<file path="config.mk">
export PLATFORM = sky130hd
export DESIGN_NAME = nearest_frame_rate_converter
export DESIGN_NICKNAME = d
export VERILOG_FILES = /design/src/rtl/nfrc_pkg.sv /design/src/rtl/nearest_frame_rate_converter.sv /design/src/rtl/nfrc_div.sv /design/src/rtl/nfrc_dp.sv /design/src/rtl/nfrc_ctrl.sv
export SDC_FILE = /design/constraint.sdc
export NUM_CORES = 2
export LEC_CHECK = 0
export BUFFER_PORTS_ARGS = -buffer_cell sky130_fd_sc_hd__buf_2
export CORE_UTILIZATION = 60
export DETAILED_ROUTE_END_ITERATION = 8
export PLACE_DENSITY = 0.79
export RECOVER_POWER = 25
export SLEW_MARGIN = 20
export SYNTH_ARGS = -nofsm -noshare
export SYNTH_HDL_FRONTEND = slang
export SYNTH_SLANG_ARGS = --single-unit
export TNS_END_PERCENT = 1
</file>
<file path="constraint.sdc">
create_clock -name i_clk -period 8.8 [get_ports i_clk]
set_input_delay 0 -clock i_clk [delete_from_list [all_inputs] [get_ports i_clk]]
set_output_delay 0 -clock i_clk [all_outputs]
set_load 0.01 [all_outputs]
</file>
<file path="src/rtl/nfrc_pkg.sv">
// ----------------------------------------------------------------------------
// nfrc_pkg
// Shared types and constants of the nearest frame rate converter.
// ----------------------------------------------------------------------------
package nfrc_pkg;

    // field and counter widths
    localparam int RATE_W     = 19;
    localparam int IN_CNT_W   = 19;
    localparam int OUT_CNT_W  = 20;
    localparam int CFG_IDX_W  = 2;

    // copy limit per input frame
    localparam int MAX_COPIES = 64;
    localparam int COPY_W     = $clog2(MAX_COPIES + 1);

    // (in_count + 1) * output_rate
    localparam int PROD_W     = IN_CNT_W + 1 + RATE_W;

    // iterative divider: dividend padded to a multiple of the bits per step
    localparam int DIV_BITS_PER_CYC = 2;
    localparam int DIVD_W     = ((PROD_W + DIV_BITS_PER_CYC - 1) / DIV_BITS_PER_CYC)
                                * DIV_BITS_PER_CYC;
    localparam int DIV_CYCLES = DIVD_W / DIV_BITS_PER_CYC;
    localparam int DIV_CNT_W  = $clog2(DIV_CYCLES);

    localparam logic [RATE_W-1:0]    RATE_RESET  = 19'd48000;
    localparam logic [OUT_CNT_W-1:0] OUT_CNT_MAX = {OUT_CNT_W{1'b1}};

    // configuration register indexes
    typedef enum logic [CFG_IDX_W-1:0] {
        REG_INPUT_RATE  = 2'd0,
        REG_OUTPUT_RATE = 2'd1
    } t_reg_idx;

    // controller -> datapath commands
    typedef struct packed {
        logic load;       // capture the frame of the accepted request
        logic div_start;  // launch the target division
        logic eval;       // resolve copy count and advance out_count
        logic norm;       // bump in_count and normalize both counters
        logic pop;        // one copy taken downstream
    } t_cmd;

    // datapath -> controller status
    typedef struct packed {
        logic rates_eq;   // effective rates equal: plain pass-through
        logic div_done;   // quotient and remainder ready
        logic no_copies;  // current frame yields nothing
        logic last;       // one copy left
    } t_sts;

endpackage

</file>
<file path="src/rtl/nearest_frame_rate_converter.sv">
// Flow: an accepted request is divided (skipped at equal rates), evaluated and
//   normalized, then its copies go out one per cycle while i_out_stall is low.
// A new request is taken only once the last copy is out (or none is due).
// Reset: synchronous active low; rates return to 48000, counters clear, no copy pending.
// ----------------------------------------------------------------------------
// nearest_frame_rate_converter
// Nearest-neighbor frame rate converter: repeats or drops whole audio frames.
// ----------------------------------------------------------------------------
module nearest_frame_rate_converter #(
    parameter int FRAME_BITS = 64
) (
    input  logic                            i_clk,
    input  logic                            i_rst_n,
    // configuration
    input  logic                            i_cfg_we,
    input  logic [nfrc_pkg::CFG_IDX_W-1:0]  i_cfg_idx,
    input  logic [nfrc_pkg::RATE_W-1:0]     i_cfg_wdata,
    // input frames
    input  logic                            i_in_valid,
    output logic                            o_in_stall,
    input  logic [FRAME_BITS-1:0]           i_frame_data,
    // output copies
    output logic                            o_out_valid,
    input  logic                            i_out_stall,
    output logic [FRAME_BITS-1:0]           o_out_frame,
    output logic                            o_last_copy,
    output logic                            o_overflow
);
    import nfrc_pkg::*;

    t_cmd cmd;
    t_sts sts;

    // sequencer
    nfrc_ctrl u_ctrl (
        .i_clk       (i_clk),
        .i_rst_n     (i_rst_n),
        .i_in_valid  (i_in_valid),
        .o_in_stall  (o_in_stall),
        .o_out_valid (o_out_valid),
        .i_out_stall (i_out_stall),
        .i_sts       (sts),
        .o_cmd       (cmd)
    );

    // counters, divider and output registers
    nfrc_dp #(
        .FRAME_BITS (FRAME_BITS)
    ) u_dp (
        .i_clk        (i_clk),
        .i_rst_n      (i_rst_n),
        .i_cfg_we     (i_cfg_we),
        .i_cfg_idx    (i_cfg_idx),
        .i_cfg_wdata  (i_cfg_wdata),
        .i_frame_data (i_frame_data),
        .i_cmd        (cmd),
        .o_sts        (sts),
        .o_out_frame  (o_out_frame),
        .o_last_copy  (o_last_copy),
        .o_overflow   (o_overflow)
    );

endmodule

</file>
<file path="src/rtl/nfrc_div.sv">
// ----------------------------------------------------------------------------
// nfrc_div
// Restoring unsigned divider, DIV_BITS_PER_CYC quotient bits per cycle.
// ----------------------------------------------------------------------------
module nfrc_div (
    input  logic                          i_clk,
    input  logic                          i_rst_n,
    input  logic                          i_start,
    input  logic [nfrc_pkg::DIVD_W-1:0]   i_dividend,
    input  logic [nfrc_pkg::RATE_W-1:0]   i_divisor,
    output logic                          o_done,
    output logic [nfrc_pkg::DIVD_W-1:0]   o_quo,
    output logic [nfrc_pkg::RATE_W-1:0]   o_rem
);
    import nfrc_pkg::*;

    logic [DIVD_W-1:0]    r_quo, n_quo;
    logic [RATE_W-1:0]    r_rem, n_rem;
    logic [DIV_CNT_W-1:0] r_cnt;
    logic                 r_busy;
    logic                 r_done;

    // shift-subtract steps of one cycle
    always_comb begin
        logic [RATE_W:0] sh;
        logic            qb;
        n_rem = r_rem;
        n_quo = r_quo;
        for (int k = 0; k < DIV_BITS_PER_CYC; k++) begin
            sh = {n_rem, n_quo[DIVD_W-1]};
            if (sh >= {1'b0, i_divisor}) begin
                sh = sh - {1'b0, i_divisor};
                qb = 1'b1;
            end else begin
                qb = 1'b0;
            end
            n_rem = sh[RATE_W-1:0];
            n_quo = {n_quo[DIVD_W-2:0], qb};
        end
    end

    // control
    always_ff @(posedge i_clk) begin
        if (!i_rst_n) begin
            r_busy <= 1'b0;
            r_done <= 1'b0;
            r_cnt  <= '0;
        end else begin
            r_done <= 1'b0;
            if (i_start) begin
                r_busy <= 1'b1;
                r_cnt  <= DIV_CNT_W'(DIV_CYCLES - 1);
            end else if (r_busy) begin
                r_cnt <= r_cnt - 1'b1;
                if (r_cnt == '0) begin
                    r_busy <= 1'b0;
                    r_done <= 1'b1;
                end
            end
        end
    end

    // operands
    always_ff @(posedge i_clk) begin
        if (i_start) begin
            r_quo <= i_dividend;
            r_rem <= '0;
        end else if (r_busy) begin
            r_quo <= n_quo;
            r_rem <= n_rem;
        end
    end

    assign o_done = r_done;
    assign o_quo  = r_quo;
    assign o_rem  = r_rem;

endmodule

</file>
<file path="src/rtl/nfrc_dp.sv">
// ----------------------------------------------------------------------------
// nfrc_dp
// Datapath: rate registers, counters, target computation and copy output.
// ----------------------------------------------------------------------------
module nfrc_dp #(
    parameter int FRAME_BITS = 64
) (
    input  logic                            i_clk,
    input  logic                            i_rst_n,
    input  logic                            i_cfg_we,
    input  logic [nfrc_pkg::CFG_IDX_W-1:0]  i_cfg_idx,
    input  logic [nfrc_pkg::RATE_W-1:0]     i_cfg_wdata,
    input  logic [FRAME_BITS-1:0]           i_frame_data,
    input  nfrc_pkg::t_cmd                  i_cmd,
    output nfrc_pkg::t_sts                  o_sts,
    output logic [FRAME_BITS-1:0]           o_out_frame,
    output logic                            o_last_copy,
    output logic                            o_overflow
);
    import nfrc_pkg::*;

    logic [RATE_W-1:0]     r_in_rate;
    logic [RATE_W-1:0]     r_out_rate;
    logic [IN_CNT_W-1:0]   r_in_count;
    logic [OUT_CNT_W-1:0]  r_out_count;
    logic [COPY_W-1:0]     r_copies;
    logic                  r_ovf;
    logic [FRAME_BITS-1:0] r_frame;

    logic [RATE_W-1:0]     eff_ir;
    logic [RATE_W-1:0]     eff_or;
    logic                  rates_eq;
    logic [IN_CNT_W:0]     ic_plus;
    logic [PROD_W-1:0]     prod;
    logic                  div_done;
    logic [DIVD_W-1:0]     div_quo;
    logic [RATE_W-1:0]     div_rem;
    logic [DIVD_W-1:0]     target;
    logic [DIVD_W:0]       diff;
    logic [COPY_W-1:0]     n_copies;
    logic                  n_ovf;
    logic [OUT_CNT_W-1:0]  oc_mid;
    logic [OUT_CNT_W-1:0]  oc_rate;

    // a zero rate counts as one
    assign eff_ir   = (r_in_rate  == '0) ? RATE_W'(1) : r_in_rate;
    assign eff_or   = (r_out_rate == '0) ? RATE_W'(1) : r_out_rate;
    assign rates_eq = (eff_ir == eff_or);
    assign oc_rate  = OUT_CNT_W'(eff_or);

    // numerator of the target: (in_count + 1) * output_rate
    assign ic_plus = {1'b0, r_in_count} + (IN_CNT_W + 1)'(1);
    assign prod    = PROD_W'(ic_plus) * PROD_W'(eff_or);

    nfrc_div u_div (
        .i_clk      (i_clk),
        .i_rst_n    (i_rst_n),
        .i_start    (i_cmd.div_start),
        .i_dividend (DIVD_W'(prod)),
        .i_divisor  (eff_ir),
        .o_done     (div_done),
        .o_quo      (div_quo),
        .o_rem      (div_rem)
    );

    // ceiling of the quotient, copies due against out_count
    always_comb begin
        target   = div_quo + DIVD_W'(div_rem != '0);
        diff     = {1'b0, target} - (DIVD_W + 1)'(r_out_count);
        n_copies = '0;
        n_ovf    = 1'b0;
        oc_mid   = r_out_count;
        if (rates_eq) begin
            n_copies = COPY_W'(1);
            if (r_out_count != OUT_CNT_MAX) begin
                oc_mid = r_out_count + 1'b1;
            end
        end else if (!diff[DIVD_W] && (diff != '0)) begin
            n_ovf    = (diff > (DIVD_W + 1)'(MAX_COPIES));
            n_copies = n_ovf ? COPY_W'(MAX_COPIES) : diff[COPY_W-1:0];
            oc_mid   = (target > DIVD_W'(OUT_CNT_MAX)) ? OUT_CNT_MAX
                                                       : target[OUT_CNT_W-1:0];
        end
    end

    // rate registers and counters
    always_ff @(posedge i_clk) begin
        if (!i_rst_n) begin
            r_in_rate   <= RATE_RESET;
            r_out_rate  <= RATE_RESET;
            r_in_count  <= '0;
            r_out_count <= '0;
            r_copies    <= '0;
            r_ovf       <= 1'b0;
        end else begin
            if (i_cfg_we) begin
                unique case (i_cfg_idx)
                    REG_INPUT_RATE: begin
                        if (i_cfg_wdata != r_in_rate) begin
                            r_in_rate   <= i_cfg_wdata;
                            r_in_count  <= '0;
                            r_out_count <= '0;
                        end
                    end
                    REG_OUTPUT_RATE: begin
                        r_out_rate <= i_cfg_wdata;
                    end
                    default: ;
                endcase
            end
            if (i_cmd.eval) begin
                r_copies    <= n_copies;
                r_ovf       <= n_ovf;
                r_out_count <= oc_mid;
            end
            // normalize once a second's worth of input has gone by
            if (i_cmd.norm) begin
                if (ic_plus >= {1'b0, eff_ir}) begin
                    r_in_count  <= IN_CNT_W'(ic_plus - {1'b0, eff_ir});
                    r_out_count <= (r_out_count >= oc_rate) ? r_out_count - oc_rate : '0;
                end else begin
                    r_in_count <= ic_plus[IN_CNT_W-1:0];
                end
            end
            if (i_cmd.pop) begin
                r_copies <= r_copies - 1'b1;
            end
        end
    end

    // frame held for all its copies
    always_ff @(posedge i_clk) begin
        if (i_cmd.load) begin
            r_frame <= i_frame_data;
        end
    end

    assign o_sts.rates_eq  = rates_eq;
    assign o_sts.div_done  = div_done;
    assign o_sts.no_copies = (r_copies == '0);
    assign o_sts.last      = (r_copies == COPY_W'(1));

    assign o_out_frame = r_frame;
    assign o_last_copy = (r_copies == COPY_W'(1));
    assign o_overflow  = r_ovf;

    // in_count stays below the effective input rate
    a_in_count_range: assert property (@(posedge i_clk) disable iff (!i_rst_n)
        r_in_count < eff_ir)
        else $error("in_count reached input rate");

    // copy count never exceeds the limit
    a_copy_limit: assert property (@(posedge i_clk) disable iff (!i_rst_n)
        r_copies <= COPY_W'(MAX_COPIES))
        else $error("copy count above limit");

endmodule

</file>
<file path="src/rtl/nfrc_ctrl.sv">
// ----------------------------------------------------------------------------
// nfrc_ctrl
// Controller: sequences one request through divide (skipped at equal rates), evaluate, normalize and emit.
// ----------------------------------------------------------------------------
module nfrc_ctrl (
    input  logic            i_clk,
    input  logic            i_rst_n,
    input  logic            i_in_valid,
    output logic            o_in_stall,
    output logic            o_out_valid,
    input  logic            i_out_stall,
    input  nfrc_pkg::t_sts  i_sts,
    output nfrc_pkg::t_cmd  o_cmd
);
    import nfrc_pkg::*;

    typedef enum logic [4:0] {
        S_IDLE = 5'b00001,
        S_DIV  = 5'b00010,
        S_EVAL = 5'b00100,
        S_NORM = 5'b01000,
        S_EMIT = 5'b10000
    } t_state;

    t_state r_state, n_state;

    // next state and commands
    always_comb begin
        n_state     = r_state;
        o_cmd       = '0;
        o_in_stall  = 1'b1;
        o_out_valid = 1'b0;
        unique case (r_state)
            S_IDLE: begin
                o_in_stall = 1'b0;
                if (i_in_valid) begin
                    o_cmd.load = 1'b1;
                    if (i_sts.rates_eq) begin
                        n_state = S_EVAL;
                    end else begin
                        o_cmd.div_start = 1'b1;
                        n_state         = S_DIV;
                    end
                end
            end
            S_DIV: begin
                if (i_sts.div_done) begin
                    n_state = S_EVAL;
                end
            end
            S_EVAL: begin
                o_cmd.eval = 1'b1;
                n_state    = S_NORM;
            end
            S_NORM: begin
                o_cmd.norm = 1'b1;
                n_state    = i_sts.no_copies ? S_IDLE : S_EMIT;
            end
            S_EMIT: begin
                o_out_valid = 1'b1;
                if (!i_out_stall) begin
                    o_cmd.pop = 1'b1;
                    if (i_sts.last) begin
                        n_state = S_IDLE;
                    end
                end
            end
            default: begin
                n_state = S_IDLE;
            end
        endcase
    end

    always_ff @(posedge i_clk) begin
        if (!i_rst_n) begin
            r_state <= S_IDLE;
        end else begin
            r_state <= n_state;
        end
    end

    // at most one of load, eval, norm and pop per cycle
    a_cmd_onehot: assert property (@(posedge i_clk) disable iff (!i_rst_n)
        $onehot0({o_cmd.eval, o_cmd.norm, o_cmd.pop, o_cmd.load}))
        else $error("overlapping datapath commands");

    // an accepted request closes the input until it is done
    a_single_item: assert property (@(posedge i_clk) disable iff (!i_rst_n)
        (i_in_valid && !o_in_stall) |=> o_in_stall)
        else $error("second request taken while busy");

    // emitting only when copies remain
    a_emit_nonempty: assert property (@(posedge i_clk) disable iff (!i_rst_n)
        o_out_valid |-> !i_sts.no_copies)
        else $error("copy shown with none pending");

endmodule

</file>
==> key figures <==
Worst setup path
  • Most frequent cell on the critical path: sky130_fd_sc_hd__fa_1
  • Startpoint type of the worst setup path: flip-flop
  • Worst setup slack for register-to-register paths: 0.56 ns
  • Class of the most critical setup path: flip-flop to flip-flop
  • Standard cell with the maximum stage delay on the critical path: sky130_fd_sc_hd__fa_1
  • Worst path max stage delay: about 0.53 ns
  • Largest fanout on the critical path: 19
  • Required time at the worst-slack endpoint: approximately 9.1 ns
  • Capturing element type of the critical path: flip-flop
  • Data arrival at the endpoint of the critical path: roughly 8.5 ns

Yosys
  • Fraction of the mapped netlist area in simple logic gates: 19.7%
  • Area leader, netlist: sky130_fd_sc_hd__fa_1
  • Synth Area in Adders: around a third
  • Gate Count Post-Synth: 3,447
  • Xor-xnor portion of the synthesized cell area: under 10%
  • Leading cell type by number of instances after synthesis: sky130_fd_sc_hd__inv_1
  • Avg Inst Size Synth: around 8.4 µm²
  • Proportion of synthesized area in mux cells: about 1.3%
  • Unique masters post-synth: a little over 90
  • Post-Syn Area: around 29,000 µm²
  • Fraction of the yosys area taken by sequential cells: between 10% and 20%
  • Async set-reset flop share out of synthesis: 0%
  • Biggest area contributors in the synthesized netlist: sky130_fd_sc_hd__fa_1, sky130_fd_sc_hd__edfxtp_1, sky130_fd_sc_hd__ha_1
  • Total nets after synthesis: between 4,000 and 5,000
  • Number of enable flip-flop cells after synthesis: 103
  • Commonest cells post-synth: sky130_fd_sc_hd__inv_1, sky130_fd_sc_hd__nand2_1, sky130_fd_sc_hd__fa_1, sky130_fd_sc_hd__ha_1, sky130_fd_sc_hd__nor2_1
  • YS warnings: 0
  • Flop and latch count out of synthesis: 220
  • Largest family of logic cells by synthesized area: adder cells
  • Share of Yosys cell area claimed by the top area cell type: a little over a fifth
  • Most used DFF post-synth: sky130_fd_sc_hd__dfxtp_1
  • Compound-gate portion of the synthesized area: about 14%

Global routing
  • Global-route wire length before repair: 138 mm
  • Maximum number of pins on one net before global-route repair: between 80 and 90
  • Number of antenna violations at the first check in global routing: 1
  • Global Route Usage Sum: 35.4%
  • Vias in the first global route: 25,600
  • Total global routing overflow: 0

Clock tree
  • Inserted Clock Buffers: 27
  • Root Buffer Master: sky130_fd_sc_hd__clkbuf_16
  • CTS tree: yes
  • Clock-pin transition on the worst setup and hold timing paths: 0.06 ns
  • Clock insertion delay at the later pin of the skew report: between 0.5 and 0.6 ns
  • CTS H-tree lvls: 1
  • Longest Clk Path Bufs: 3
  • Post-CTS setup buffer count: 0
  • Clock Sink Count: 220

Cells and area
  • Total Nets Final: approximately 4,200
  • Utilization after layout: just under 70%
  • Flip-flop and latch area: 5440 µm²
  • Total area of multi-input combinational cells: 21,000 µm²
  • Fill cells: 3,858
  • Fraction of layout instances using a drive strength above 1: 7.32%
  • Area growth syn-to-layout: 10.9%

Floorplan
  • Core area: between 40,000 and 50,000 µm²
  • Chip Height: between 200 and 250 µm
  • Ports placed on the boundary: 158
  • Initial core utilization: between 60% and 70%
  • Area enclosed by the die boundary: roughly 49,000 µm²
  • Number of standard-cell rows in the floorplan: 80
  • Chip Width: 221 µm

STA
  • Worst hold slack: about 0.029 ns
  • Number of failing setup endpoints in the final timing report: 0
  • Slew headroom: between 20% and 30%
  • Slew Viols, Final: 0
  • Fin Clk Skew: 0.0244 ns
  • Highest clock frequency the design can meet: ~120 MHz
  • Count of endpoints failing hold in the final timing report: 0
  • Final min period: about 8 ns
  • Share of the clock period used by the worst path after layout: around 94%
  • Worst Tran Pin Value: 1.12 ns

Detailed routing
  • Mean routed wirelength per cell: 20.1 µm
  • Routed Wire Length: between 80 and 90 mm
  • First drt pass iteration count: 5
  • Initial DRC count: 2,439
  • Residual DRC count: 0
  • Via-to-Cell Ratio: roughly 6
  • Vias after detailed routing: roughly 25,000
  • Post-route antenna net violation count: 0

Power
  • Power density normalized to cell area: between 150 and 200 nW/µm²
  • Worst vdd ir: roughly 280 µV
  • Static leakage power: about 15 nW

Status
  • Outcome: finished clean

Worst hold path
  • Path type of the worst min-delay path: input pin to flip-flop

Placement
  • Detailed placer's ending HPWL: roughly 65 mm
  • Routability cong.: a little under 1
  • Port-buffer cells: about 160

Flow run
  • Total of max-cap violations: 0
-- layer usage --
metal / track usage, % / share of wire (%) / vias to the layer above
met3: 7.06 / 9.8 / 229
met5: 0 / 0.022 / -
li1: - / - / 11800
met1: 46.8 / 40 / 12100
met4: 15.0 / 4.2 / 2
met2: 56.8 / 46 / 1217
-- worst paths after layout --
kind / depth (start not counted) / from / to
worst max-delay path: 31 / u_dp.r_in_count[1] / u_dp.u_div.o_quo[37]
worst min-delay path: 5 / i_cfg_idx[0] / u_dp.r_out_rate[2]
worst max register to register: 31 / u_dp.r_in_count[1] / u_dp.u_div.o_quo[37]
worst min register to register: 2 / u_dp.r_out_rate[0] / u_dp.r_out_rate[0]
-- timing repair --
| action | 4_1_cts | 5_1_grt |
|---|---|---|
| gates resized for setup | 0 | 1 |
| hold endpoints to repair | 125 | 0 |
| setup endpoints to repair | 0 | 10 |
| hold buffers | 87 | 0 |
-- registers in the layout (all words and copies together) (netlist names) --
| name | flops |
|---|---|
| u_dp.o_out_frame | 64 |
| u_dp.u_div.o_quo | 40 |
| u_dp.r_out_count | 20 |
| u_dp.r_in_count | 19 |
| u_dp.r_in_rate | 19 |
| u_dp.r_out_rate | 19 |
| u_dp.u_div.o_rem | 19 |
| u_dp.r_copies | 7 |
| u_ctrl.r_state | 5 |
| u_dp.u_div.r_cnt | 5 |
| u_dp.o_overflow | 1 |
| u_dp.u_div.o_done | 1 |
| u_dp.u_div.r_busy | 1 |
-- per-stage QoR --
stage / TNS (ns) / worst slack, ns / power [mW] / std cells / area [µm²]
after global placement: 0 / 0.838 / 4.46 / 4115 / 30300
after detailed placement: 0 / 0.662 / 4.49 / 4115 / 30300
after global routing: -0.0187 / -0.0187 / 6.18 / 4250 / 32000
final: 0 / 0.561 / 5.80 / 4251 / 32000
after CTS: 0 / 0.650 / 5.72 / 4250 / 32100
after floorplan: 0 / 1.13 / 3.73 / 3447 / 28900
-- layout make-up --
class	count	area share (%)
antenna	1	0.00781
clock buffer	37	2.45
clock inverter	11	0.481
inverter	513	6.01
multi-input combinational	2559	65.5
sequential	220	17.0
tap	615	2.40
timing repair buffer	295	6.18
-- worst max-delay path: cells and delay by family (launching register included) --
kind / cells / cell delay (ns)
compound gates: 11 / 2.57
xor+xnor: 2 / 0.37
fa+ha+maj: 8 / 3.34
buf+inv: 5 / 0.51
flops: 1 / 0.39
simple gates: 5 / 0.77
-- kinds of logic after synthesis --
logic type | after synthesis
and+or+nand+nor | 1160
buffers and inverters | 668
AOI/OAI and AO/OA | 627
adders and majority gates | 538
DFF | 220
xor gates and xnor gates | 198
muxes | 36
-- cells in the final DEF (no fill, tap or decap), types with 51 or more instances in the layout --
master                          instances
sky130_fd_sc_hd__inv_1                502
sky130_fd_sc_hd__clkbuf_1              53
sky130_fd_sc_hd__nor2_1               212
sky130_fd_sc_hd__edfxtp_1             103
sky130_fd_sc_hd__o21ai_0              161
sky130_fd_sc_hd__xor2_1                72
sky130_fd_sc_hd__fa_1                 310
sky130_fd_sc_hd__dfxtp_1              117
sky130_fd_sc_hd__a21o_1                54
sky130_fd_sc_hd__nor3_1                56
sky130_fd_sc_hd__a21oi_1              159
sky130_fd_sc_hd__nand2_1              435
sky130_fd_sc_hd__ha_1                 228
sky130_fd_sc_hd__dlygate4sd3_1         87
sky130_fd_sc_hd__buf_2                107
sky130_fd_sc_hd__xnor2_1              125
sky130_fd_sc_hd__and2_1               130
sky130_fd_sc_hd__buf_4                 51
-- power breakdown --
group	leakage [nW]	internal (mW)	switching, mW
combinational	12.6	1.17	1.79
sequential	1.94	1.35	0.299
clock	0.458	0.713	0.482
Note: power is estimated with default switching activity, not from simulation.
